## src/hw/rtl/llbr_pkg.sv

```systemverilog
// ============================================================================
// llbr_pkg
// Shared constants and types for the layer lookup and boundary range unit.
// ============================================================================
package llbr_pkg;

    // Default number of layer slots in the film stack.
    localparam int MAX_LAYERS_DEF = 7;

    // Field widths.
    localparam int POS_W  = 32;
    localparam int DIR_W  = 32;
    localparam int THK_W  = 31;
    localparam int BND_W  = 34;
    localparam int LEN_W  = 28;
    localparam int IDX_W  = 3;
    localparam int CIDX_W = 3;

    // Quotient bits resolved by the divider and bits resolved per stage.
    localparam int QBITS    = 29;
    localparam int DIV_STEP = 4;
    localparam int REM_W    = 33;

    // Range value that stands for an unrestricted path, 1.0e6 in Q20.8.
    localparam logic [LEN_W-1:0] UNR_VAL = LEN_W'(256000000);

    // Configuration register indexes.
    localparam logic [CIDX_W-1:0] CFG_LAYER_COUNT = 3'd0;
    localparam logic [CIDX_W-1:0] CFG_THICK_BASE  = 3'd1;

    // Request handed from the locate stages to the divider.
    typedef struct packed {
        logic [IDX_W-1:0] idx;
        logic             unr;
        logic [BND_W-1:0] gap;
        logic [DIR_W-1:0] mag;
    } div_req_t;

    // State carried through each divider stage.
    typedef struct packed {
        logic [IDX_W-1:0] idx;
        logic             unr;
        logic             sat;
        logic [REM_W-1:0] rem;
        logic [QBITS-1:0] quo;
        logic [DIR_W-1:0] mag;
    } div_st_t;

endpackage

```

## src/hw/rtl/llbr_div.sv

```systemverilog
// ============================================================================
// llbr_div
// Pipelined restoring divider for the path length, with saturation.
// ============================================================================
module llbr_div (
    input  logic                          clk,
    input  logic                          rst_n,
    input  logic                          req_valid,
    output logic                          req_ready,
    input  llbr_pkg::div_req_t            req,
    output logic                          out_valid,
    input  logic                          out_ready,
    output logic [llbr_pkg::IDX_W-1:0]    out_idx,
    output logic [llbr_pkg::LEN_W-1:0]    out_len,
    output logic                          out_unr
);
    import llbr_pkg::*;

    localparam int NST = (QBITS + DIV_STEP - 1) / DIV_STEP + 1;

    logic    vld_reg [NST];
    logic    rdy     [NST+1];
    div_st_t st_reg  [NST];
    div_st_t st_next [NST];

    logic             o_vld_reg;
    logic [IDX_W-1:0] o_idx_reg;
    logic [LEN_W-1:0] o_len_reg;
    logic             o_unr_reg;
    logic [LEN_W-1:0] len_next;
    logic [QBITS:0]   q1;

    assign rdy[NST]  = !o_vld_reg || out_ready;
    assign req_ready = rdy[0];

    // Setup: a quotient of 2^29 or more always saturates.
    always_comb
    begin
        st_next[0].idx = req.idx;
        st_next[0].unr = req.unr;
        st_next[0].mag = req.mag;
        st_next[0].sat = req.gap[BND_W-1] ||
                         ({req.gap, 1'b0} >= (BND_W+1)'(req.mag));
        st_next[0].rem = {req.gap[REM_W-2:0], 1'b0};
        st_next[0].quo = '0;
    end

    // Each stage resolves a few quotient bits.
    for (genvar s = 1; s < NST; s++)
    begin : g_step
        always_comb
        begin
            int k;
            st_next[s] = st_reg[s-1];
            for (int j = 0; j < DIV_STEP; j++)
            begin
                k = QBITS - 1 - ((s - 1) * DIV_STEP + j);
                if (k >= 0)
                begin
                    st_next[s].rem = {st_next[s].rem[REM_W-2:0], 1'b0};
                    if (st_next[s].rem >= REM_W'(st_next[s].mag))
                    begin
                        st_next[s].rem    = st_next[s].rem - REM_W'(st_next[s].mag);
                        st_next[s].quo[k] = 1'b1;
                    end
                end
            end
        end
    end

    for (genvar s = 0; s < NST; s++)
    begin : g_stage
        assign rdy[s] = !vld_reg[s] || rdy[s+1];

        always_ff @(posedge clk or negedge rst_n)
        begin
            if (!rst_n)
            begin
                vld_reg[s] <= 1'b0;
            end
            else if (rdy[s])
            begin
                vld_reg[s] <= (s == 0) ? req_valid : vld_reg[(s == 0) ? 0 : s - 1];
            end
        end

        always_ff @(posedge clk)
        begin
            if (rdy[s])
            begin
                st_reg[s] <= st_next[s];
            end
        end
    end

    // Add the epsilon LSB and clamp to the unrestricted value.
    always_comb
    begin
        q1 = {1'b0, st_reg[NST-1].quo} + (QBITS+1)'(1);
        if (st_reg[NST-1].unr || st_reg[NST-1].sat || q1 > (QBITS+1)'(UNR_VAL))
        begin
            len_next = UNR_VAL;
        end
        else
        begin
            len_next = q1[LEN_W-1:0];
        end
    end

    always_ff @(posedge clk or negedge rst_n)
    begin
        if (!rst_n)
        begin
            o_vld_reg <= 1'b0;
        end
        else if (rdy[NST])
        begin
            o_vld_reg <= vld_reg[NST-1];
        end
    end

    always_ff @(posedge clk)
    begin
        if (rdy[NST])
        begin
            o_idx_reg <= st_reg[NST-1].idx;
            o_len_reg <= len_next;
            o_unr_reg <= st_reg[NST-1].unr;
        end
    end

    assign out_valid = o_vld_reg;
    assign out_idx   = o_idx_reg;
    assign out_len   = o_len_reg;
    assign out_unr   = o_unr_reg;

endmodule

```

## config.mk

```make
export PLATFORM = sky130hd
export DESIGN_NAME = llbr_div
export DESIGN_NICKNAME = d
export VERILOG_FILES = /design/src/hw/rtl/llbr_pkg.sv /design/src/hw/rtl/llbr_div.sv
export SDC_FILE = /design/constraint.sdc
export NUM_CORES = 2
export LEC_CHECK = 0
export BUFFER_PORTS_ARGS = -buffer_cell sky130_fd_sc_hd__buf_2
export CAP_MARGIN = 20
export CELL_PAD_IN_SITES_DETAIL_PLACEMENT = 0
export CELL_PAD_IN_SITES_GLOBAL_PLACEMENT = 1
export CORE_ASPECT_RATIO = 1.25
export CORE_MARGIN = 2
export CORE_UTILIZATION = 50
export CTS_CLUSTER_SIZE = 24
export DETAILED_ROUTE_END_ITERATION = 10
export PLACE_DENSITY = 0.81
export SLEW_MARGIN = 20
export SYNTH_ARGS = -nofsm -noshare
export SYNTH_HDL_FRONTEND = slang
export SYNTH_SLANG_ARGS = --single-unit
```

## constraint.sdc

```tcl
create_clock -name clk -period 32.8 [get_ports clk]
set_input_delay 4.92 -clock clk [delete_from_list [all_inputs] [get_ports clk]]
set_output_delay 4.92 -clock clk [all_outputs]
set_load 0.05 [all_outputs]
```

**Word level (Yosys, flattened, before mapping)**

Memories as Yosys holds them, arrays and structs flattened.
Cells that the tools add are included.

- Multiplexer cells: 75
- Reduce and logical (&&, ||, !) cells: 23
- $lt $le $gt $ge: 31
- Add/subtract/negate cells: 30

Operator list:

| operator | count |
|---|---|
| $ge 33x32->1 | 29 |
| $sub 32x32->32 | 21 |
| $mux 32 | 20 |
| $mux 33 | 9 |
| $sub 33x32->33 | 8 |
| $mux 1 | 46 |
| $ge 35x32->1 | 1 |
| $add 29x1->30 const B | 1 |
| $gt 30x28->1 const B | 1 |
| $logic_or 1x1->1 | 13 |
| $logic_not 1->1 | 10 |

- Memories kept: 1
- Flip-flop bits (word level): 42
- Output and inout port bits: 34
- Input port bits: 74
- Bits in writable memories: 891

Memories:

| memory | words | width | read ports | clocked after Yosys merged registers in | write ports | RTL line | RTL |
|---|---|---|---|---|---|---|---|
| st_reg | 9 | 99 | 9 | 0 | 9 | llbr_div.sv:23 | `div_st_t st_reg [NST];` |

**Depth between registers and ports, before layout**

- Depth after elaboration: 13
- Gate-level depth with buffers: 61
- Mapped depth without buffers: 52

**Worst setup path before layout**

OpenSTA, ideal clock, no wires.

- Path type: input to output
- Start point: input port out_ready
- End point: output port req_ready
- Path buffers: 0
- Setup slack: 14195 ps
- Arrival: 13685 ps
- Stages on the path: 6
- Cells stage by stage: nor2b_1 -> nand3_1 -> nor2_1 -> nand3_1 -> nor2_1 -> nand4_1

RTL lines:

| what | RTL line | RTL |
|---|---|---|
| start: declaration | llbr_div.sv:12 | `input logic out_ready,` |
| end: declaration | llbr_div.sv:9 | `output logic req_ready,` |

==> impl_metrics.json <==
{
  "insertion_delay_ns": 0.77,
  "setup_viol_count_final": 0,
  "cts_buffer_depth": 3,
  "tightest_slew_ns": 1.140,
  "async_flop_share_pct": 1.353,
  "tns_ns": 0,
  "synth_area_per_cell_um2": 8.894,
  "crit_family": "compound AO/OA/AOI/OAI gates",
  "finalCritPeriodShare_pct": 49.30,
  "drv_cap": 0,
  "hold_path_class": "flip-flop to flip-flop",
  "grt_max_degree": 75,
  "crit_buf_inv": 10,
  "holdBufCountCts": 0,
  "finalCriticalPeriod_ns": 16.17,
  "drt_iter0_markers": 5542,
  "grt_antenna_before_repair": 18,
  "syn_inst": 8931,
  "cts-resized-gates": 0,
  "synth_edf_count": 729,
  "max_freq_mhz": 61.85,
  "postCtsSetupBuffers": 0,
  "rsz0062_at_grt": "no",
  "numPortBuffers": 107,
  "arrival_ns": 16.62,
  "die_x_um": 360.5,
  "drtPass1Iterations": 8,
  "start_util_pct": 50.32,
  "drt-total-wl_mm": 269.2,
  "crit_type": "flip-flop to flip-flop",
  "clock-root-buffer": "clkbuf_16",
  "track_usage_pct": 32.24,
  "clock-skew-final_ns": 0.07662,
  "vias": 69840,
  "utilization_pct": 53.83,
  "largest_reg_flops": 697,
  "synth.net_count": 9949,
  "synth_seq_area_share_pct": 27.88,
  "via_per_inst": 6.292,
  "final_common_cell": "ha_1",
  "outcome": "finished, final reports clean",
  "synth_top_flop_cell": "edfxtp_1",
  "crit_path_max_fanout": 39,
  "required_ns": 33.25,
  "die-area_um2": 162100,
  "cts_tree": "yes",
  "startpoint_type": "flip-flop",
  "areaGrowthSynthToFinish_pct": 6.989,
  "routabilityCongestion": 0.9856,
  "clkTransAtPathRegs_ns": 0.07,
  "grt_pass1_vias": 67000,
  "synth_compound_area_share_pct": 23.06,
  "cts_buffers": 82,
  "hold_viol": 0,
  "synth.cell_area_um2": 79430,
  "yosys.area_share.simple_pct": 14.59,
  "fp.coreArea_um2": 157900,
  "synthAdderAreaFrac_pct": 14.93,
  "ys_ff_latch": 739,
  "register_area_um2": 22140,
  "dp_hpwl_mm": 219.7,
  "crit_path_max_incr_delay_ns": 0.83,
  "rows": 163,
  "final_cell_mix": "ha_1, a21oi_1, edfxtp_1",
  "drive_gt1_share_pct": 9.709,
  "multiInputGateArea_um2": 54240,
  "slew_violations": 0,
  "ys_types": 122,
  "post-route-drc-count": 0,
  "h-tree-depth": 3,
  "cp-end-kind": "flip-flop",
  "synth_top_family_by_area": "compound AO/OA/AOI/OAI gates",
  "yosysWarnings": 0,
  "drt-wirelength-per-cell_um": 24.25,
  "grt.overflow.total": 0,
  "fillCellCount": 14700,
  "io-pin-count": 108,
  "synth_xor_area_share_pct": 8.380,
  "cts.sinks": 739,
  "slew_headroom_pct": 23.02,
  "die_height_um": 449.6,
  "nets": 9987,
  "critPathSlowestCell": "edfxtp_1",
  "grt_pass1_wl_mm": 405.8,
  "antenna_left": 0,
  "synthMuxAreaShare_pct": 7.202
}
==> final timing paths <==
check                          startpoint        endpoint  slack, ns  cells after the start
setup / recovery           st_reg[0][418]  st_reg[0][585]      16.63                     53
hold / removal             st_reg[0][442]  st_reg[0][541]       0.41                      0
setup reg to reg           st_reg[0][418]  st_reg[0][585]      16.63                     53
hold reg to reg            st_reg[0][442]  st_reg[0][541]       0.41                      0
max in group asynchronous           rst_n      vld_reg[5]      28.50                      1
min in group asynchronous           rst_n       out_valid       4.06                      1
==> cell families (layout without fill, tap and decap cells) <==
group,count (synthesis),count (layout)
muxes,508,508
xor gates and xnor gates,760,760
AOI/OAI and AO/OA,2808,2808
adders and majority gates,944,944
buffers and inverters,786,888
and+or+nand+nor,2386,2386
other,0,5
DFF,739,739
==> cell type report <==
class | count | area share, %
multi-input cells | 7406 | 63.83
flip-flops and latches | 739 | 26.05
well taps | 2062 | 3.036
inverters | 586 | 2.593
clock buffers | 93 | 2.475
repair buffers | 154 | 1.118
clock inverters | 55 | 0.8834
diodes | 5 | 0.01472
==> layer usage <==
metal	track usage (%)	share of wire, %	up-vias
li1	-	-	33560
met1	41.12	42	33510
met2	53.38	46	2243
met3	3.476	5.5	532
met4	17.59	6.2	2
met5	0	0.0041	-
==> stage by stage <==
step	area (µm²)	setup WS, ns	cells	hold WS, ns
floorplan	79430	14.20	8931	0.4003
global route	84970	15.71	11100	0.4201
finish	84980	16.63	11100	0.4120
detailed placement	82060	17.00	10950	0.4045
CTS	84910	16.97	11090	0.4098
global placement	82030	16.93	10940	0.4011
==> cell usage after synthesis, types with 24 or more instances <==
cell type	instances	area share [%]
nor2_1	642	3.0
nor4_1	44	0.35
a211o_1	40	0.44
a21boi_0	36	0.34
nand2b_1	107	0.84
xor2_1	245	2.7
or2_2	51	0.40
nand3_1	204	1.3
clkbuf_1	111	0.52
nand2_1	612	2.9
xnor2_1	515	5.7
o21a_1	134	1.3
mux2i_1	68	0.86
a31oi_1	83	0.65
ha_1	938	15
inv_1	574	2.7
o21ai_0	563	3.5
a211oi_1	82	0.78
and4_1	28	0.31
o31ai_1	60	0.57
mux2_2	405	5.7
edfxtp_1	729	28
a21oi_1	832	5.2
nand4_1	135	1.1
and2_1	69	0.54
a21o_1	382	3.6
nor3_1	169	1.1
o221ai_1	31	0.34
a31o_2	29	0.32
o21bai_1	122	1.2
o211ai_1	55	0.52
or3_1	48	0.38
and3_1	77	0.61
a221o_1	43	0.54
a221oi_1	24	0.26
nor2b_1	106	0.83
buf_2	54	0.34
Power is not shown: default switching activity piles up to over one toggle a cycle in this logic, so the estimate is an artifact.
