**config.mk**
```make
export PLATFORM = sky130hd
export DESIGN_NAME = llbr_cfg
export DESIGN_NICKNAME = d
export VERILOG_FILES = /design/src/hw/rtl/llbr_pkg.sv /design/src/hw/rtl/llbr_cfg.sv
export SDC_FILE = /design/constraint.sdc
export NUM_CORES = 1
export LEC_CHECK = 0
export ABC_AREA = 1
export BUFFER_PORTS_ARGS = -buffer_cell sky130_fd_sc_hd__buf_2
export CORE_MARGIN = 3
export CORE_UTILIZATION = 25
export DETAILED_ROUTE_END_ITERATION = 6
export GPL_TIMING_DRIVEN = 0
export SYNTH_ARGS = -nofsm -noshare
export SYNTH_HDL_FRONTEND = slang
export SYNTH_SLANG_ARGS = --single-unit
```
**constraint.sdc**
```tcl
create_clock -name clk -period 8.8 [get_ports clk]
set_input_delay 0.44 -clock clk [delete_from_list [all_inputs] [get_ports clk]]
set_output_delay 0.44 -clock clk [all_outputs]
set_load 0.02 [all_outputs]
```
**src/hw/rtl/llbr_pkg.sv**
```systemverilog
// ============================================================================
// llbr_pkg
// Shared constants and types for the layer lookup and boundary range unit.
// ============================================================================
package llbr_pkg;

    // Default number of layer slots in the film stack.
    localparam int MAX_LAYERS_DEF = 7;

    // Field widths.
    localparam int POS_W  = 32;
    localparam int DIR_W  = 32;
    localparam int THK_W  = 31;
    localparam int BND_W  = 34;
    localparam int LEN_W  = 28;
    localparam int IDX_W  = 3;
    localparam int CIDX_W = 3;

    // Quotient bits resolved by the divider and bits resolved per stage.
    localparam int QBITS    = 29;
    localparam int DIV_STEP = 4;
    localparam int REM_W    = 33;

    // Range value that stands for an unrestricted path, 1.0e6 in Q20.8.
    localparam logic [LEN_W-1:0] UNR_VAL = LEN_W'(256000000);

    // Configuration register indexes.
    localparam logic [CIDX_W-1:0] CFG_LAYER_COUNT = 3'd0;
    localparam logic [CIDX_W-1:0] CFG_THICK_BASE  = 3'd1;

    // Request handed from the locate stages to the divider.
    typedef struct packed {
        logic [IDX_W-1:0] idx;
        logic             unr;
        logic [BND_W-1:0] gap;
        logic [DIR_W-1:0] mag;
    } div_req_t;

    // State carried through each divider stage.
    typedef struct packed {
        logic [IDX_W-1:0] idx;
        logic             unr;
        logic             sat;
        logic [REM_W-1:0] rem;
        logic [QBITS-1:0] quo;
        logic [DIR_W-1:0] mag;
    } div_st_t;

endpackage

```
**src/hw/rtl/llbr_cfg.sv**
```systemverilog
// ============================================================================
// llbr_cfg
// Configuration registers and registered interface depths of the stack.
// ============================================================================
module llbr_cfg #(
    parameter int MAX_LAYERS = llbr_pkg::MAX_LAYERS_DEF
) (
    input  logic                          clk,
    input  logic                          rst_n,
    input  logic                          cfg_we,
    input  logic [llbr_pkg::CIDX_W-1:0]   cfg_index,
    input  logic [llbr_pkg::THK_W-1:0]    cfg_wdata,
    output logic [llbr_pkg::IDX_W-1:0]    used,
    output logic [llbr_pkg::BND_W-1:0]    bounds [MAX_LAYERS+1]
);
    import llbr_pkg::*;

    logic [IDX_W-1:0] layer_count_reg;
    logic [THK_W-1:0] thick_reg [MAX_LAYERS];
    logic [BND_W-1:0] bounds_reg [MAX_LAYERS+1];
    logic [BND_W-1:0] bounds_next [MAX_LAYERS+1];
    logic [IDX_W-1:0] used_reg;
    logic [IDX_W-1:0] used_next;

    // Register writes; slots beyond the stack are ignored.
    always_ff @(posedge clk or negedge rst_n)
    begin
        if (!rst_n)
        begin
            layer_count_reg <= IDX_W'(1);
            for (int i = 0; i < MAX_LAYERS; i++)
            begin
                thick_reg[i] <= '0;
            end
        end
        else if (cfg_we)
        begin
            if (cfg_index == CFG_LAYER_COUNT)
            begin
                layer_count_reg <= cfg_wdata[IDX_W-1:0];
            end
            for (int i = 0; i < MAX_LAYERS; i++)
            begin
                if (cfg_index == CFG_THICK_BASE + CIDX_W'(i))
                begin
                    thick_reg[i] <= cfg_wdata;
                end
            end
        end
    end

    // Interface depths are running sums of the thicknesses.
    always_comb
    begin
        bounds_next[0] = '0;
        for (int i = 0; i < MAX_LAYERS; i++)
        begin
            bounds_next[i+1] = bounds_next[i] + BND_W'(thick_reg[i]);
        end
        if (layer_count_reg == '0)
        begin
            used_next = IDX_W'(1);
        end
        else if (layer_count_reg > IDX_W'(MAX_LAYERS))
        begin
            used_next = IDX_W'(MAX_LAYERS);
        end
        else
        begin
            used_next = layer_count_reg;
        end
    end

    always_ff @(posedge clk or negedge rst_n)
    begin
        if (!rst_n)
        begin
            used_reg <= IDX_W'(1);
            for (int i = 0; i <= MAX_LAYERS; i++)
            begin
                bounds_reg[i] <= '0;
            end
        end
        else
        begin
            used_reg <= used_next;
            for (int i = 0; i <= MAX_LAYERS; i++)
            begin
                bounds_reg[i] <= bounds_next[i];
            end
        end
    end

    assign used   = used_reg;
    assign bounds = bounds_reg;

endmodule

```
# [Word-level counts from Yosys, hierarchy flattened]
# Cells that the tools add are included.
[totals] regBits=455 input_bits=37 output_inout_bits=275 wordCells=42
[op_classes] n_addsub=6 n_lt_le_gt_ge=1 n_eq_ne=7 mux=2 n_reduce_logical=10
[op_table] op="adder 34 x 31 -> 34 bit" n=3
[op_table] op="adder 33 x 31 -> 34 bit" n=1
[op_table] op="adder 32 x 31 -> 33 bit" n=1
[op_table] op="adder 31 x 31 -> 32 bit" n=1
[op_table] op="AND reduction 2 bit" n=8
[op_table] op="equality test 3 bit (second input constant)" n=4
[op_table] op="equality test 3 x 2 -> 1 bit (second input constant)" n=2
[op_table] op="logical NOT 3 bit" n=2
[op_table] op="two-way mux 3 bit" n=2
[op_table] op="equality test 3 x 1 -> 1 bit (second input constant)" n=1
[op_table] op="greater-than comparator 3 bit (second input constant)" n=1

# [Depth between registers and ports, before layout]
# Gate-level depths: netlist (run 1).
[logic_depth] ltp_word=6 depth_mapped=54 depth_no_buf=54

# [Least setup slack after synthesis (run 1)]
# No wires, ideal clock.
[synth_path] path_type="register to register" startpoint="register thick_reg[186] (netlist bit)" endpoint="register bounds_reg (netlist bit bounds[33])" setup_ns=0.116 t_arrival_ns=7.969 t_required_ns=8.684 slack_ns=0.714 stages_incl_launch_ff=47 path_buffers=0 synth_period_minus_slack_ns=8.086 path_cell_list="dfrtp_1 -> ha_1 -> inv_1 -> fa_1 -> o21ai_0 -> a21oi_1 -> o21ai_0 -> a31oi_1 -> o21ai_0 -> xor2_1 -> ha_1 -> nand2_1 -> nand2_1 -> nand2_1 -> nand2_1 -> a21oi_1 -> nand2_4 -> xor2_1 -> [11 not listed] -> ha_1 -> a21oi_1 -> o21ai_0 -> a21oi_1 -> o21ai_1 -> a21oi_1 -> o21ai_1 -> xor2_1 -> ha_1 -> nand2_1 -> nor4_1 -> nand2_1 -> o21ai_0 -> a21oi_1 -> nor2_4 -> nand3_1 -> nand2_1 -> nand2_1"
[synth_lines] element="from (decl)" line_no="llbr_cfg.sv:19" source="logic [THK_W-1:0] thick_reg [MAX_LAYERS];"
[synth_lines] element="from (signal, indexed assignment)" line_no="llbr_cfg.sv:46" source="thick_reg[i] <= cfg_wdata;"
[synth_lines] element="to (signal, indexed assignment)" line_no="llbr_cfg.sv:89" source="bounds_reg[i] <= bounds_next[i];"
[synth_lines] element="to (decl)" line_no="llbr_cfg.sv:20" source="logic [BND_W-1:0] bounds_reg [MAX_LAYERS+1];"

==> run summary, run 1 <==
Area contributors post-synth = dfrtp_1 (48%), ha_1 (9.9%), nand2_1 (9.2%)
final hold violations = 0
GPL Wtd Cong = 0.855
CP Max Fanout = 5
Reg2Reg Setup Slack = 0.33 ns
fill count = 9617
Area growth syn-to-layout = 30.7%
Clock Path Buffers = 3
number of synthesized flops with an enable pin = 0
Crit path max-delay family = compound AO/OA/AOI/OAI gates
Ys Warns = 0
GRT Util Overall = 15.0%
Antenna Nets Post-Route = 0
CP arrival = 8.96 ns
Routed WL = 76400 um
cell area after synthesis = 23900 sq um
final non-filler cell total = 4400
most numerous cell in the Yosys netlist = nand2_1
slowest stage delay, CP = 0.41 ns
asr flop ratio synth = 100%
Yosys reg bits = 455
CTS root buffer = clkbuf_16
HP Class = primary input to flip-flop
vias in the first global route = 19360
skew final = 0.0169 ns
Slew headroom = 56.4%
Synth Flop Type = dfrtp_1
Seq/Total Area, Yosys = 47.7%
Largest register FFs = 232
pre-CTS WS = -1.84 ns
Port-buffer cells = 271
CTS tree = built
layout cells sized above 1 = 25.7%
core area = 94000 sq um
WP buf/inv = 4
drt initial violations = 1219
Die Height = 315 um
min Tclk post-route = 8.47 ns
die area = 99200 sq um
Final Max Tran Viols = 0
type of element launching the critical path = flip-flop
worst path required time = 9.29 ns
status = complete, no violations
Placement Rows = 112
period utilisation layout = 96.3%
Crit Path Category = flip-flop to flip-flop
Synth top cells by count = nand2_1 (583), dfrtp_1 (453), o21ai_0 (260)
syn_area_per_cell = 9.00 sq um
CP max stage cell = dfrtp_1
initial core utilization = 25.4%
area occupied by multi-input gates = 13000 sq um
Clk Latency, worst-skew pair = 0.61 ns
final setup margin = 0.327 ns
DRC Markers = 0
Worst Tran Pin Value = 0.654 ns
endpoint type of the worst setup path = flip-flop
die width = 315 um
nets@finish = 3328
Vias per Instance = 4.43
aggregate global routing overflow = 0
WL/cell = 17.4 um
DP HPWL = 60900 um
via count = 19478
Num CTS Buffers = 53
drt first pass iters = 5
# IOs = 312
first-pass GRT wire length = 113000 um
initial antenna violation count = 7
Max-Cap Viols = 0
pin count of the biggest net entering global routing = 112
final setup vio count = 0
largest area contributor in the synthesized netlist = dfrtp_1
Post-Syn Instances = 2649
CTS Sinks = 455
Register Area = 11400 sq um
Max Fclk = 0.118 GHz
H-tree depth = 2
Netlist cell types = 54
clock-pin slew on the worst setup and hold paths = 0.06 ns
placed cell count = 4218
share of the synthesized area in the top cell type = 47.5%
-- cell usage in the layout (no fill, tap or decap), drive strengths merged, types with 5 or more instances in the layout --
cell and count:
o21bai 13, xnor2 76, bufinv 6, buf 393
nand3 60, o31ai 5, nand4 10, fa 6
nor2 188, dfrtp 453, nor3 12, clkbuf 110
a21o 17, clkinvlp 11, inv 233, ha 188
a21oi 245, clkinv 15, o21ai 276, nand2 612
xor2 98, a31oi 20, nor4 8, a21boi 11
conb 40
-- timing repair --
| action | 4_1_cts | 5_1_grt |
|---|---|---|
| pin swaps | 30 | 73 |
| hold endpoints to repair | 77 | 0 |
| hold buffers | 1 | 0 |
| endpoints found under the setup margin | 22 | 19 |
| setup buffers | 37 | 40 |
| resized for setup | 97 | 226 |
-- final cells by class --
type                            count  area share, %
Sequential cell                   455           36.5
Buffer                             84           1.49
Timing Repair Buffer              354           6.66
Clock inverter                     34           1.27
Multi-Input combinational cell   1918           41.6
Tap cell                         1254           5.03
Clock buffer                       66           4.67
Inverter                          231           2.78
Antenna cell                        4         0.0321
-- through the flow --
stage / util (%) / hold WS (ns) / setup TNS [ns] / area [sq um]
final: 33.2 / 0.276 / 0 / 31200
after global routing: 33.2 / 0.285 / -0.475 / 31200
after CTS: 31.6 / 0.228 / -0.0329 / 29700
after detailed placement: 28.8 / 0.398 / -17.55 / 27100
after global placement: 28.6 / 0.399 / -905.64 / 26900
after floorplan: - / 0.144 / 0 / 24000
-- worst paths after layout --
path                           startpoint              to  depth (start not counted)
min in group asynchronous           rst_n       bounds[6]                          2
max in group asynchronous           rst_n  thick_reg[145]                          4
setup reg to reg           thick_reg[195]      bounds[32]                         40
setup / recovery           thick_reg[195]      bounds[32]                         40
hold / removal               cfg_wdata[0]    thick_reg[0]                          3
hold reg to reg            thick_reg[196]     bounds[214]                          0
-- tightest hold or removal path, delay by kind of cell --
kind                   cells  cell delay [ns]
AOI/OAI and AO/OA          1             0.17
buffers and inverters      2             0.22
-- routing by layer --
| layer | GRT usage [%] | vias up | part of all wire [%] | wire (um) |
|---|---|---|---|---|
| li1 | - | 9611 | - | - |
| met1 | 19.8 | 9326 | 45 | 34600 |
| met2 | 25.5 | 432 | 48 | 36400 |
| met3 | 2.20 | 107 | 4.3 | 3280 |
| met4 | 3.99 | 2 | 2.8 | 2100 |
| met5 | 0 | - | 0.012 | 9 |
-- kinds of logic after synthesis --
logic type	count (synthesis)	synth area share [%]
XOR/XNOR	174	6.39
adder cells (fa/ha/maj)	194	10.4
other	1	0.0157
AO/OA/AOI/OAI	609	13.9
AND/OR/NAND/NOR	901	16.0
flip-flops	455	47.7
buffers and inverters	315	5.59
Power of run 1 is not shown: default switching activity piles up to over one toggle a cycle in this logic, so the estimate is an artifact.
==> run 2, diff against run 1 <==
--- a/config.mk
+++ b/config.mk
@@ -6,10 +6,10 @@
 export NUM_CORES = 1
 export LEC_CHECK = 0
 export ABC_AREA = 1
-export BUFFER_PORTS_ARGS = -buffer_cell sky130_fd_sc_hd__buf_2
 export CORE_MARGIN = 3
 export CORE_UTILIZATION = 25
 export DETAILED_ROUTE_END_ITERATION = 6
+export DONT_BUFFER_PORTS = 1
 export GPL_TIMING_DRIVEN = 0
 export SYNTH_ARGS = -nofsm -noshare
 export SYNTH_HDL_FRONTEND = slang
==> run 2 against run 1 <==
Clock-buffer cell count fell by 1. Clock skew rose by 0.020 ns. Maximum frequency rose by 0.75%. Setup slack improved by 0.063 ns. Cell count down 6.3%. Wire length shrank 0.64%. Via count decreased by 5.2%. Flip-flop and latch count did not move. Global-route usage shrank 0.22 points. Design area shrank 4.3%. Highest routed layer is now met4.
==> run summary, run 2 (synthesized netlist as in run 1, its figures left out) <==
status = complete, no violations
met3 wire len = 5660 um
Worst path most repeated cell = nand2_1
slowest stage delay, CP = 0.45 ns
drt initial violations = 1009
CP arrival = 8.89 ns
HP Start = cfg_index[1]
Largest register FFs = 232
type of element launching the critical path = flip-flop
die width = 315 um
nets@finish = 3052
layout cells sized above 1 = 18.7%
Endpoint, Worst Hold = layer_count_reg[0]
commonest non-fill, non-tap cells in the layout = nand2_1 (564), dfrtp_1 (453), o21ai_0 (231)
clock-pin slew on the worst setup and hold paths = 0.06 ns
GPL Wtd Cong = 0.861
DP HPWL = 59300 um
initial core utilization = 25.4%
CP Max Fanout = 6
commonest non-fill, non-tap cell in the layout = nand2_1
Metal-1 WL = 32100 um
Clock Path Buffers = 3
via count = 18467
pre-CTS WS = -1.54 ns
worst r2r path cells = 45
core area = 94000 sq um
# IOs = 312
final setup vio count = 0
min Tclk post-route = 8.41 ns
die area = 99200 sq um
DRC Markers = 0
Vias per Instance = 4.48
Worst R2R Start = thick_reg[190]
H-tree depth = 2
worst path required time = 9.28 ns
Routed WL = 75900 um
fill count = 9600
CTS tree = built
met2 wire length = 36200 um
drt first pass iters = 5
Max Fclk = 0.119 GHz
skew final = 0.0364 ns
worst hold margin = 0.147 ns
Die Height = 315 um
pin count of the biggest net entering global routing = 456
Slew headroom = 28.7%
Area after DPL = 25600 sq um
Max-Cap Viols = 0
HP Class = primary input to flip-flop
WL/cell = 18.4 um
CTS Sinks = 455
CP max stage cell = dfrtp_1
Finished Cell Area = 29800 sq um
aggregate global routing overflow = 0
highest metal used = met4
Num CTS Buffers = 53
Antenna Nets Post-Route = 0
endpoint type of the worst setup path = flip-flop
Placement Rows = 112
first-pass GRT wire length = 110000 um
Clk Latency, worst-skew pair = 0.62 ns
GRT Util Overall = 14.7%
Final Max Tran Viols = 0
vias in the first global route = 18329
R2R Path End = bounds[29]
final hold violations = 0
RSZ-0062 raised after global routing = yes
initial antenna violation count = 2
Port-buffer cells = 0
Area growth syn-to-layout = 25.1%
Worst Tran Pin Value = 1.07 ns
period utilisation layout = 95.6%
hold path depth = 3
final setup margin = 0.390 ns
CTS root buffer = clkbuf_16
Reg2Reg Setup Slack = 0.39 ns
Crit Path Category = flip-flop to flip-flop
[run 2: cell count changes in the layout (fill, tap and decap cells not counted), moves of 5 or more]
cell | previous run | this run
buf_2 | 270 | 0
nand2_2 | 27 | 35
o21ai_1 | 16 | 24
clkinv_4 | 7 | 0
nand2_1 | 571 | 564
buf_4 | 117 | 112
[run 2: how the worst max path moves through the flow]
stage | start | to | slack (ns)
after detailed placement | thick_reg[186] | bounds[33] | -1.54
after global routing | thick_reg[155] | bounds[33] | -0.15
after floorplan | thick_reg[186] | bounds[33] | 0.71
after global placement | thick_reg[186] | bounds[33] | -1.54
final | thick_reg[190] | bounds[29] | 0.39
after CTS | thick_reg[192] | bounds[33] | 0.002
[run 2: through the flow]
stage	util (%)	std cells	TNS, ns
2_1_floorplan	-	2688	0
3_3_place_gp	27.2	3942	-14.14
3_5_place_dp	27.2	3943	-14.07
4_1_cts	29.9	4062	0
5_1_grt	31.7	4119	-0.446
6_report	31.7	4121	0
[run 2: final cells by class]
| type | instances | area [sq um] | share of cell area, % |
|---|---|---|---|
| Antenna cell | 3 | 7.51 | 0.0252 |
| Buffer | 84 | 465 | 1.56 |
| Clock buffer | 65 | 1430 | 4.80 |
| Clock inverter | 33 | 470 | 1.58 |
| Inverter | 231 | 867 | 2.91 |
| Multi-Input combinational cell | 1918 | 13000 | 43.5 |
| Sequential cell | 455 | 11400 | 38.2 |
| Tap cell | 1254 | 1570 | 5.26 |
| Timing Repair Buffer | 78 | 664 | 2.23 |
[run 2: timing repair]
action | 4_1_cts | 5_1_grt
endpoints found under the hold margin | 455 | 58
pin swaps | 22 | 76
gates resized for setup | 87 | 248
setup buffers | 21 | 52
setup endpoints to repair | 21 | 19
gates cloned | 0 | 0
[run 2: layer usage]
metal | track usage [%] | up-vias
li1 | - | 9046
met1 | 17.8 | 8937
met2 | 25.2 | 391
met3 | 4.86 | 93
met4 | 3.79 | 0
met5 | 0 | -
[run 2: worst max-delay path, delay by kind of cell (launching register included)]
| kind | cells | cell delay [ns] |
|---|---|---|
| simple gates | 18 | 2.32 |
| compound gates | 13 | 2.25 |
| fa+ha+maj | 6 | 2.08 |
| xor+xnor | 6 | 1.07 |
| flops | 1 | 0.45 |
| buf+inv | 2 | 0.13 |
Power of run 2 is left out for the same reason.
