File: src/hw/rtl/llbr_pkg.sv
// ============================================================================
// llbr_pkg
// Shared constants and types for the layer lookup and boundary range unit.
// ============================================================================
package llbr_pkg;

    // Default number of layer slots in the film stack.
    localparam int MAX_LAYERS_DEF = 7;

    // Field widths.
    localparam int POS_W  = 32;
    localparam int DIR_W  = 32;
    localparam int THK_W  = 31;
    localparam int BND_W  = 34;
    localparam int LEN_W  = 28;
    localparam int IDX_W  = 3;
    localparam int CIDX_W = 3;

    // Quotient bits resolved by the divider and bits resolved per stage.
    localparam int QBITS    = 29;
    localparam int DIV_STEP = 4;
    localparam int REM_W    = 33;

    // Range value that stands for an unrestricted path, 1.0e6 in Q20.8.
    localparam logic [LEN_W-1:0] UNR_VAL = LEN_W'(256000000);

    // Configuration register indexes.
    localparam logic [CIDX_W-1:0] CFG_LAYER_COUNT = 3'd0;
    localparam logic [CIDX_W-1:0] CFG_THICK_BASE  = 3'd1;

    // Request handed from the locate stages to the divider.
    typedef struct packed {
        logic [IDX_W-1:0] idx;
        logic             unr;
        logic [BND_W-1:0] gap;
        logic [DIR_W-1:0] mag;
    } div_req_t;

    // State carried through each divider stage.
    typedef struct packed {
        logic [IDX_W-1:0] idx;
        logic             unr;
        logic             sat;
        logic [REM_W-1:0] rem;
        logic [QBITS-1:0] quo;
        logic [DIR_W-1:0] mag;
    } div_st_t;

endpackage

File: src/hw/rtl/llbr_locate.sv
// ============================================================================
// llbr_locate
// Three pipeline stages: capture, interface compare, layer and distance pick.
// ============================================================================
module llbr_locate #(
    parameter int MAX_LAYERS = llbr_pkg::MAX_LAYERS_DEF
) (
    input  logic                          clk,
    input  logic                          rst_n,
    input  logic                          in_valid,
    output logic                          in_ready,
    input  logic [llbr_pkg::POS_W-1:0]    in_pos,
    input  logic [llbr_pkg::DIR_W-1:0]    in_dir,
    input  logic [llbr_pkg::IDX_W-1:0]    used,
    input  logic [llbr_pkg::BND_W-1:0]    bounds [MAX_LAYERS+1],
    output logic                          req_valid,
    input  logic                          req_ready,
    output llbr_pkg::div_req_t            req
);
    import llbr_pkg::*;

    logic                    a_vld_reg, b_vld_reg, c_vld_reg;
    logic                    a_rdy, b_rdy, c_rdy;
    logic signed [POS_W-1:0] a_pos_reg, b_pos_reg;
    logic signed [DIR_W-1:0] a_dir_reg, b_dir_reg;
    logic [MAX_LAYERS-1:0]   lt_next, b_lt_reg;
    div_req_t                req_next, req_reg;

    assign c_rdy    = !c_vld_reg || req_ready;
    assign b_rdy    = !b_vld_reg || c_rdy;
    assign a_rdy    = !a_vld_reg || b_rdy;
    assign in_ready = a_rdy;

    // Compare the depth against every lower interface of a layer in use.
    always_comb
    begin
        for (int i = 0; i < MAX_LAYERS; i++)
        begin
            lt_next[i] = (IDX_W'(i) < used) &&
                         ($signed({{3{a_pos_reg[POS_W-1]}}, a_pos_reg}) <
                          $signed({1'b0, bounds[i+1]}));
        end
    end

    // Pick the layer and the distance to the interface ahead.
    always_comb
    begin
        logic                    found;
        logic [IDX_W-1:0]        idx;
        logic [BND_W-1:0]        lo, hi;
        logic signed [BND_W:0]   pos_x;
        logic signed [BND_W:0]   diff;
        found = 1'b0;
        idx   = used - IDX_W'(1);
        for (int i = MAX_LAYERS - 1; i >= 0; i--)
        begin
            if (b_lt_reg[i])
            begin
                found = 1'b1;
                idx   = IDX_W'(i);
            end
        end
        lo = bounds[0];
        hi = bounds[0];
        for (int i = 0; i <= MAX_LAYERS; i++)
        begin
            if (found ? (IDX_W'(i) == idx) : (IDX_W'(i) == used))
            begin
                lo = bounds[i];
            end
            if (i > 0 && IDX_W'(i - 1) == idx)
            begin
                hi = bounds[i];
            end
        end
        pos_x = (BND_W+1)'(b_pos_reg);
        diff  = '0;
        req_next.unr = 1'b1;
        if (b_dir_reg != '0)
        begin
            if (b_pos_reg < 0)
            begin
                if (b_dir_reg > 0)
                begin
                    diff         = -pos_x;
                    req_next.unr = 1'b0;
                end
            end
            else if (b_dir_reg < 0)
            begin
                diff         = pos_x - $signed({1'b0, lo});
                req_next.unr = 1'b0;
            end
            else if (found)
            begin
                diff         = $signed({1'b0, hi}) - pos_x;
                req_next.unr = 1'b0;
            end
        end
        req_next.idx  = idx;
        req_next.gap  = diff[BND_W-1:0];
        req_next.mag  = (b_dir_reg < 0) ? DIR_W'(-b_dir_reg) : DIR_W'(b_dir_reg);
    end

    // Valid bits of the three stages.
    always_ff @(posedge clk or negedge rst_n)
    begin
        if (!rst_n)
        begin
            a_vld_reg <= 1'b0;
            b_vld_reg <= 1'b0;
            c_vld_reg <= 1'b0;
        end
        else
        begin
            if (a_rdy) a_vld_reg <= in_valid;
            if (b_rdy) b_vld_reg <= a_vld_reg;
            if (c_rdy) c_vld_reg <= b_vld_reg;
        end
    end

    // Stage payloads.
    always_ff @(posedge clk)
    begin
        if (a_rdy)
        begin
            a_pos_reg <= in_pos;
            a_dir_reg <= in_dir;
        end
        if (b_rdy)
        begin
            b_pos_reg <= a_pos_reg;
            b_dir_reg <= a_dir_reg;
            b_lt_reg  <= lt_next;
        end
        if (c_rdy)
        begin
            req_reg <= req_next;
        end
    end

    assign req_valid = c_vld_reg;
    assign req       = req_reg;

endmodule

File: config.mk
export PLATFORM = sky130hd
export DESIGN_NAME = llbr_locate
export DESIGN_NICKNAME = d
export VERILOG_FILES = /design/src/hw/rtl/llbr_pkg.sv /design/src/hw/rtl/llbr_locate.sv
export SDC_FILE = /design/constraint.sdc
export NUM_CORES = 1
export LEC_CHECK = 0
export ABC_AREA = 1
export BUFFER_PORTS_ARGS = -buffer_cell sky130_fd_sc_hd__buf_2
export CORE_UTILIZATION = 30
export CTS_BUF_LIST = sky130_fd_sc_hd__clkbuf_4
export CTS_CLUSTER_DIAMETER = 150
export DETAILED_ROUTE_END_ITERATION = 10
export PLACE_DENSITY = 0.54
export SETUP_SLACK_MARGIN = 0.4
export SLEW_MARGIN = 40
export SYNTH_ARGS = -nofsm -noshare
export SYNTH_HDL_FRONTEND = slang
export SYNTH_SLANG_ARGS = --single-unit
File: constraint.sdc
create_clock -name clk -period 7.3 [get_ports clk]
set_clock_uncertainty 0.2 [all_clocks]
set_input_delay 1.46 -clock clk [delete_from_list [all_inputs] [get_ports clk]]
set_output_delay 1.46 -clock clk [all_outputs]
set_load 0.05 [all_outputs]
Word-level counts from Yosys, hierarchy flattened
Cells that the tools add are included.
W data, S select, Z words.
{"block": "totals", "rom_bits": 0, "output_inout_bits": 72, "latch_bits": 0, "regBits": 208, "elab_cells": 107, "ram_bits": 0, "memories": 0}
{"block": "op_classes", "n_mux": 44, "bitwise_logic": 0, "shifts": 0, "addsub": 5, "div_mod_pow": 0, "n_mul": 0, "n_lt_le_gt_ge": 17, "eq_ne": 14, "n_reduce_logical": 15}
{"op": "$mux W34", "count": 18}
{"op": "$lt A32 B35 Y1", "count": 7}
{"op": "$lt A32 B1 Y1 const B", "count": 2}
{"op": "$neg A32 Y34", "count": 1}
{"op": "$sub A32 B34 Y34", "count": 1}
{"op": "$sub A34 B32 Y34", "count": 1}
{"op": "$gt A32 B1 Y1 const B", "count": 1}
{"op": "$mux W32", "count": 1}
{"op": "$neg A32 Y32", "count": 1}
{"op": "$reduce_bool A32 Y1", "count": 1}
{"op": "$eq A3 B3 Y1 const A", "count": 8}
{"op": "$mux W3", "count": 7}
{"op": "$mux W1", "count": 18}
{"op": "$eq A2 B3 Y1 const A", "count": 4}
{"op": "$lt A3 B3 Y1 const A", "count": 3}
{"op": "$logic_and A1 B1 Y1", "count": 7}
{"op": "$eq A1 B3 Y1 const A", "count": 2}
{"op": "$lt A1 B3 Y1 const A", "count": 2}
{"op": "$lt A2 B3 Y1 const A", "count": 2}
{"op": "$logic_not A1 Y1", "count": 3}
{"op": "$logic_not A3 Y1", "count": 1}
{"op": "$logic_or A1 B1 Y1", "count": 3}
{"op": "$sub A3 B1 Y3 const B", "count": 1}

Logic depth before layout (Yosys ltp)
Gate-level depths: netlist (run 1).
{"block": "depth", "word_depth": 20, "depth_mapped": 36, "mapped_depth_nobuf": 36}

Worst setup path before layout (run 1)
Ideal clock, no wire load.
{"block": "synth_path", "path_type": "input to output", "startpoint": "input req_ready", "endpoint": "output in_ready", "slack_ns": 0.680, "t_arrival_ns": 4.960, "cell_stages": 4, "cell_sequence": "inv_1 nand2_1 nor2_1 nand2_1"}
{"block": "synth_via", "elab_chain_len": 3}
{"item": "from (decl)", "line": "llbr_locate.sv:17", "text": "input logic req_ready,"}
{"item": "$logic_or A1 B1 Y1", "line": "llbr_locate.sv:29", "text": "assign c_rdy = !c_vld_reg || req_ready;"}
{"item": "via c_rdy", "line": "llbr_locate.sv:23", "text": "logic a_rdy, b_rdy, c_rdy;"}
{"item": "$logic_or A1 B1 Y1", "line": "llbr_locate.sv:30", "text": "assign b_rdy = !b_vld_reg || c_rdy;"}
{"item": "$logic_or A1 B1 Y1", "line": "llbr_locate.sv:31", "text": "assign a_rdy = !a_vld_reg || b_rdy;"}
{"item": "to (decl)", "line": "llbr_locate.sv:11", "text": "output logic in_ready,"}
The timed path passes the listed nets, and every way through them passes these cells.

==> qor.txt, run 1 <==
Status: finished clean
RSZ-0062 raised after global routing: no
Root buf cell: clkbuf_4
Fraction of registers with async set/reset: 0.0144
Final Hold Violating Endpoints: 0
Max reg flops: 70
Grt ovf: 0
Slew HR: 0.490
Half-perimeter wire length after detailed placement: 79800 um
Resized Gates After CTS: 0
Syn avg cell area: 7.40 um^2
1st-pass router iterations: 6
Initial antenna violation count: 11
Clock latency on the worst-skew pair: 0.85 ns
Post-Synthesis Cells: 3081
Synth top area cells: edfxtp_1 (27%), ha_1 (16%), nand2_1 (9.4%)
Antenna Nets Post-Route: 0
Post-synth EDFFs: 205
Most frequent cells after synthesis: nand2_1 (569), inv_1 (443), a21oi_1 (353)
CTS Hold Bufs: 0
Final nets: 4144
Via density: 5.27
Unique masters post-synth: 65
Startpoint types: input port
Data arrival time of the worst path: 6.52 ns
Wire per inst: 21.5 um
Final Wtd Congestion: 0.964
Clock share of power: 0.210
Tmin final: 6.14 ns
Register area share after synthesis: 0.273
XOR/XNOR share of the synthesized area: 0.0245
Area Growth Syn to Fin: 17.8%
Post-Syn Area: 22800 um^2
DR DRC count: 0
Vias: 23900
Total CTS buffers: 68
Row count: 100
Vias in the first global route: 22900
Proportion of synthesized area in mux cells: 0
CP endpoint kind: flip-flop
Layout cells sized above 1: 0.196
Int Power: 3.06 mW
Tightest hold margin: 0.211 ns
YS warnings: 0
Htree depth: 3
Max Slew Vio Count: 0
CP max stage delay: 0.57 ns
Postcts setup bufs: 0
I/O pin count: 415
Die X: 278 um
Final-report setup violation count: 0
Initial Util: 0.305
Crit-path slowest cell: o21ai_0
Maximum vdd drop: 0.0856 mV
Post-synth top area cell: edfxtp_1
Most instantiated library cell after synthesis: nand2_1
Post-Synth Adder-Cell Area: 0.164
Delay-heaviest family, CP: simple AND/OR/NAND/NOR gates
CP bufs+invs: 4
Final Cycle Share: 0.841
Sw frac: 0.471
Max_cap viols: 0
P_leak: 12.8 nW
Compound-Gate Fraction of Synth Area: 0.238
CTS Sinks: 208
Commonest register cell after synthesis: edfxtp_1
Max Clk Rate: 0.163 GHz
Reg clk slew, reported paths: 0.06 ns
GRT Resource Usage Total: 0.247
Maximum clock path buffer count: 3
Flop pwr share: 0.290
Port Buffers: 414
Die Footprint: 77100 um^2
Most common cell on crit path: nand2_1
Crit path required time: 7.68 ns
Post-synthesis simple-gate area fraction: 0.200
First DRT Iteration DRCs: 2010
Worst min path class: reg2reg
Synth Register Bits: 208
CP Class: in2reg
Largest family of logic cells by synthesized area: compound AO/OA/AOI/OAI gates
Net switching power figure: 2.72 mW
Final WL: 97100 um
Core Area: 74800 um^2
Setup_tns: 0 ns
CTS tree: done
Synth top area share: 0.270
Pwr dens: 215 nW/um^2
Die Ht: 278 um
Core Util, Final: 0.359
Largest net degree at the start of global routing: 67
Combinational group share of total power: 0.500
CP max FO: 17
Worst-margin pin slew: 0.755 ns
First-pass GRT wire length: 143000 um
Syn nets: 3722
[through the flow]
stage | instance area [um^2] | cells | total power, mW | worst slack, ns
after floorplan | 22800 | 3081 | 3.60 | 0.680
after global placement | 26000 | 4401 | 4.55 | 0.558
after detailed placement | 26000 | 4401 | 4.55 | 0.510
after CTS | 26800 | 4516 | 5.82 | 1.37
after global routing | 26900 | 4527 | 6.20 | 0.840
final | 26900 | 4528 | 5.78 | 1.16
[power groups by stage]
stage	registers, mW	clock network [mW]	logic [mW]
2_1_floorplan	1.92	0	1.68
3_3_place_gp	1.71	0	2.84
3_5_place_dp	1.71	0	2.85
4_1_cts	1.69	1.27	2.86
5_1_grt	1.70	1.33	3.18
6_report	1.68	1.21	2.89
[cell type report]
class | count | area (um^2)
Clock inverter | 29 | 165
Clock buffer | 86 | 646
Timing Repair Buffer | 462 | 2500
Inverter | 465 | 1750
Multi-Input combinational cell | 2298 | 14300
Fill cell | 8095 | 48000
Tap cell | 969 | 1210
Antenna cell | 11 | 27.5
Sequential cell | 208 | 6230
[cells by family (layout without fill, tap and decap cells)]
kind of cell    Yosys count  in the layout
xor+xnor                 63             63
simple gates           1054           1054
other cells               0             11
fa+ha+maj               298            298
compound gates          883            883
flops                   208            208
buf+inv                 575           1042
[worst paths after layout]
check	from	endpoint	slack, ns	cells past startpoint
worst max-delay path	used[0]	req[63]	1.16	35
worst min-delay path	a_dir_reg[8]	b_dir_reg[8]	0.21	0
worst max register to register	b_lt_reg[0]	req[63]	1.24	33
worst min register to register	a_dir_reg[8]	b_dir_reg[8]	0.21	0
max in group asynchronous	rst_n	a_vld_reg	6.55	1
min in group asynchronous	rst_n	req_valid	0.24	1
[layout by cell type (no fill, tap or decap), types with 42 or more instances in the layout]
cell type | Yosys | final
ha_1 | 296 | 296
o211ai_1 | 95 | 95
xor2_1 | 42 | 42
o21ai_0 | 192 | 192
inv_1 | 443 | 441
nand2_1 | 569 | 567
edfxtp_1 | 205 | 205
a21oi_1 | 353 | 353
nand3_1 | 129 | 129
clkbuf_4 | 0 | 86
nor2_1 | 199 | 199
nand4_1 | 46 | 46
buf_2 | 34 | 414
[metal layers]
layer,global-route usage,wire length (um)
met3,0.0378,6280
met4,0.0941,3280
met2,0.406,44800
met1,0.325,42700
met5,0,12
Note: power is estimated with default switching activity, not from simulation.
==> run 2: changes to the inputs <==
- clock period: 7.3 -> 5.8 ns (I/O delays scaled with it)
==> run 2 against run 1 <==
Utilization up 3.7 points. Sequential share of layout area down 2.2 points. Largest power group unchanged. Routed wire length up 2.0%. Setup slack worse by 0.52 ns. Combinational power is 52% higher. Clock-buffer cell count rose by 5. Non-clock buffer count up 333. Largest cell class unchanged. Cell count grew 7.5%. Global-route usage up 0.39 points.
==> qor.txt, run 2 (synthesis gave the netlist of run 1 again) <==
Worst min path class: reg2reg
Maximum clock path buffer count: 3
Final Wtd Congestion: 0.976
Initial antenna violation count: 11
Wire per inst: 20.4 um
GRT Resource Usage Total: 0.251
Final Hold Violating Endpoints: 0
1st-pass router iterations: 6
Max reg flops: 70
Data arrival time of the worst path: 5.51 ns
Layout cells sized above 1: 0.271
Status: finished clean
I/O pin count: 415
Area Growth Syn to Fin: 29.8%
CP endpoint kind: flip-flop
Reg clk slew, reported paths: 0.07 ns
Setup ws final: 0.645 ns
Largest net degree at the start of global routing: 48
Most crowded layer after global routing: met2
First DRT Iteration DRCs: 2071
Routing usage on met3: 0.0384
R2r worst-path depth: 28
Final WL: 99100 um
Tmin final: 5.16 ns
Crit. path cell count: 28
Max Clk Rate: 0.194 GHz
CTS Sinks: 208
Antenna Nets Post-Route: 0
Die Ht: 278 um
Final nets: 4477
Max_cap viols: 0
CP max stage delay: 0.40 ns
Commonest non-fill, non-tap cell in the layout: nand2_1
Clock latency on the worst-skew pair: 0.88 ns
Max Slew Vio Count: 0
Crit-path slowest cell: edfxtp_1
CP bufs+invs: 7
Met2 usage: 0.409
Post-route cell area: 29600 um^2
CTS tree: done
Htree depth: 3
Area after DPL: 28500 um^2
M1 GR Usage: 0.330
Grt ovf: 0
Port Buffers: 414
Setup_tns: 0 ns
RSZ-0062 raised after global routing: no
Die X: 278 um
Hold Crit Depth: 0
Startpoint types: flip-flop
DR DRC count: 0
Via density: 5.13
First-pass GRT wire length: 146000 um
Initial Util: 0.305
Die Footprint: 77100 um^2
Vias in the first global route: 24100
Final-report setup violation count: 0
Commonest cells after routing, fill and taps aside: nand2_1 (564), inv_1 (439), buf_2 (412)
Root buf cell: clkbuf_4
Total CTS buffers: 68
Crit path required time: 6.15 ns
Dpl ws: -0.403 ns
Delay-heaviest family, CP: simple AND/OR/NAND/NOR gates
CP Class: reg2reg
Vias: 25000
CP max FO: 13
P_leak: 14.5 nW
Pwr dens: 274 nW/um^2
Half-perimeter wire length after detailed placement: 82500 um
Worst-margin pin slew: 0.772 ns
FF-to-FF setup slack: 0.64 ns
Maximum vdd drop: 0.127 mV
Final Cycle Share: 0.889
Row count: 100
Core Area: 74800 um^2
Slew HR: 0.480
run 2: cell types whose count changed in the layout (fill, tap and decap cells not counted), moves of 4 or more:
cell and delta:
buf_4 +328, nand3_1 -7, clkbuf_4 +5, inv_4 +5
nand3_2 +5, o21ai_0 -5, buf_6 +4, clkinv_2 -4
run 2: stage by stage:
stage	hold slack, ns	total power, mW	utilization	cells
4_1_cts	0.161	8.12	0.392	4849
3_3_place_gp	0.201	6.45	0.380	4727
5_1_grt	0.184	8.69	0.396	4867
6_report	0.203	8.10	0.396	4868
3_5_place_dp	0.205	6.45	0.381	4728
2_1_floorplan	0.200	4.53	-	3081
run 2: report_power, final:
| part | switching (mW) | total (mW) | internal, mW |
|---|---|---|---|
| Combinational | 2.63 | 4.40 | 1.78 |
| Clock | 0.800 | 1.59 | 0.787 |
| Sequential | 0.190 | 2.11 | 1.92 |
| Total | 3.62 | 8.10 | 4.49 |
run 2: timing repair:
item                       in CTS  in global routing
hold endpoints to repair        3                  0
buffers inserted                0                  6
setup endpoints to repair       0                 27
gates resized for setup         0                 54
hold buffers                    1                  0
run 2: per-layer routing:
layer / up-vias / routed length, um
met4: 0 / 3740
met1: 11500 / 43700
met2: 877 / 45500
li1: 12400 / -
met3: 175 / 6160
met5: - / 0
run 2: final timing paths:
path                                from             to
hold reg to reg            a_dir_reg[17]  b_dir_reg[17]
setup / recovery             b_lt_reg[0]        req[53]
hold / removal             a_dir_reg[17]  b_dir_reg[17]
setup reg to reg             b_lt_reg[0]        req[53]
max in group asynchronous          rst_n      req_valid
min in group asynchronous          rst_n      a_vld_reg
run 2: layout make-up:
cell class	count	area, um^2
fillers	8032	45200
well taps	969	1210
inverters	465	1760
diodes	13	32.5
clock buffers	91	683
repair buffers	795	5040
flip-flops and latches	208	6230
clock inverters	29	170
multi-input cells	2298	14500
run 2: worst register-to-register path: cells and delay by family (launching register included):
family,cells,cell delay (ns)
buffers and inverters,7,0.95
DFF,1,0.40
adders and majority gates,1,0.16
AOI/OAI and AO/OA,9,1.50
and+or+nand+nor,11,1.63
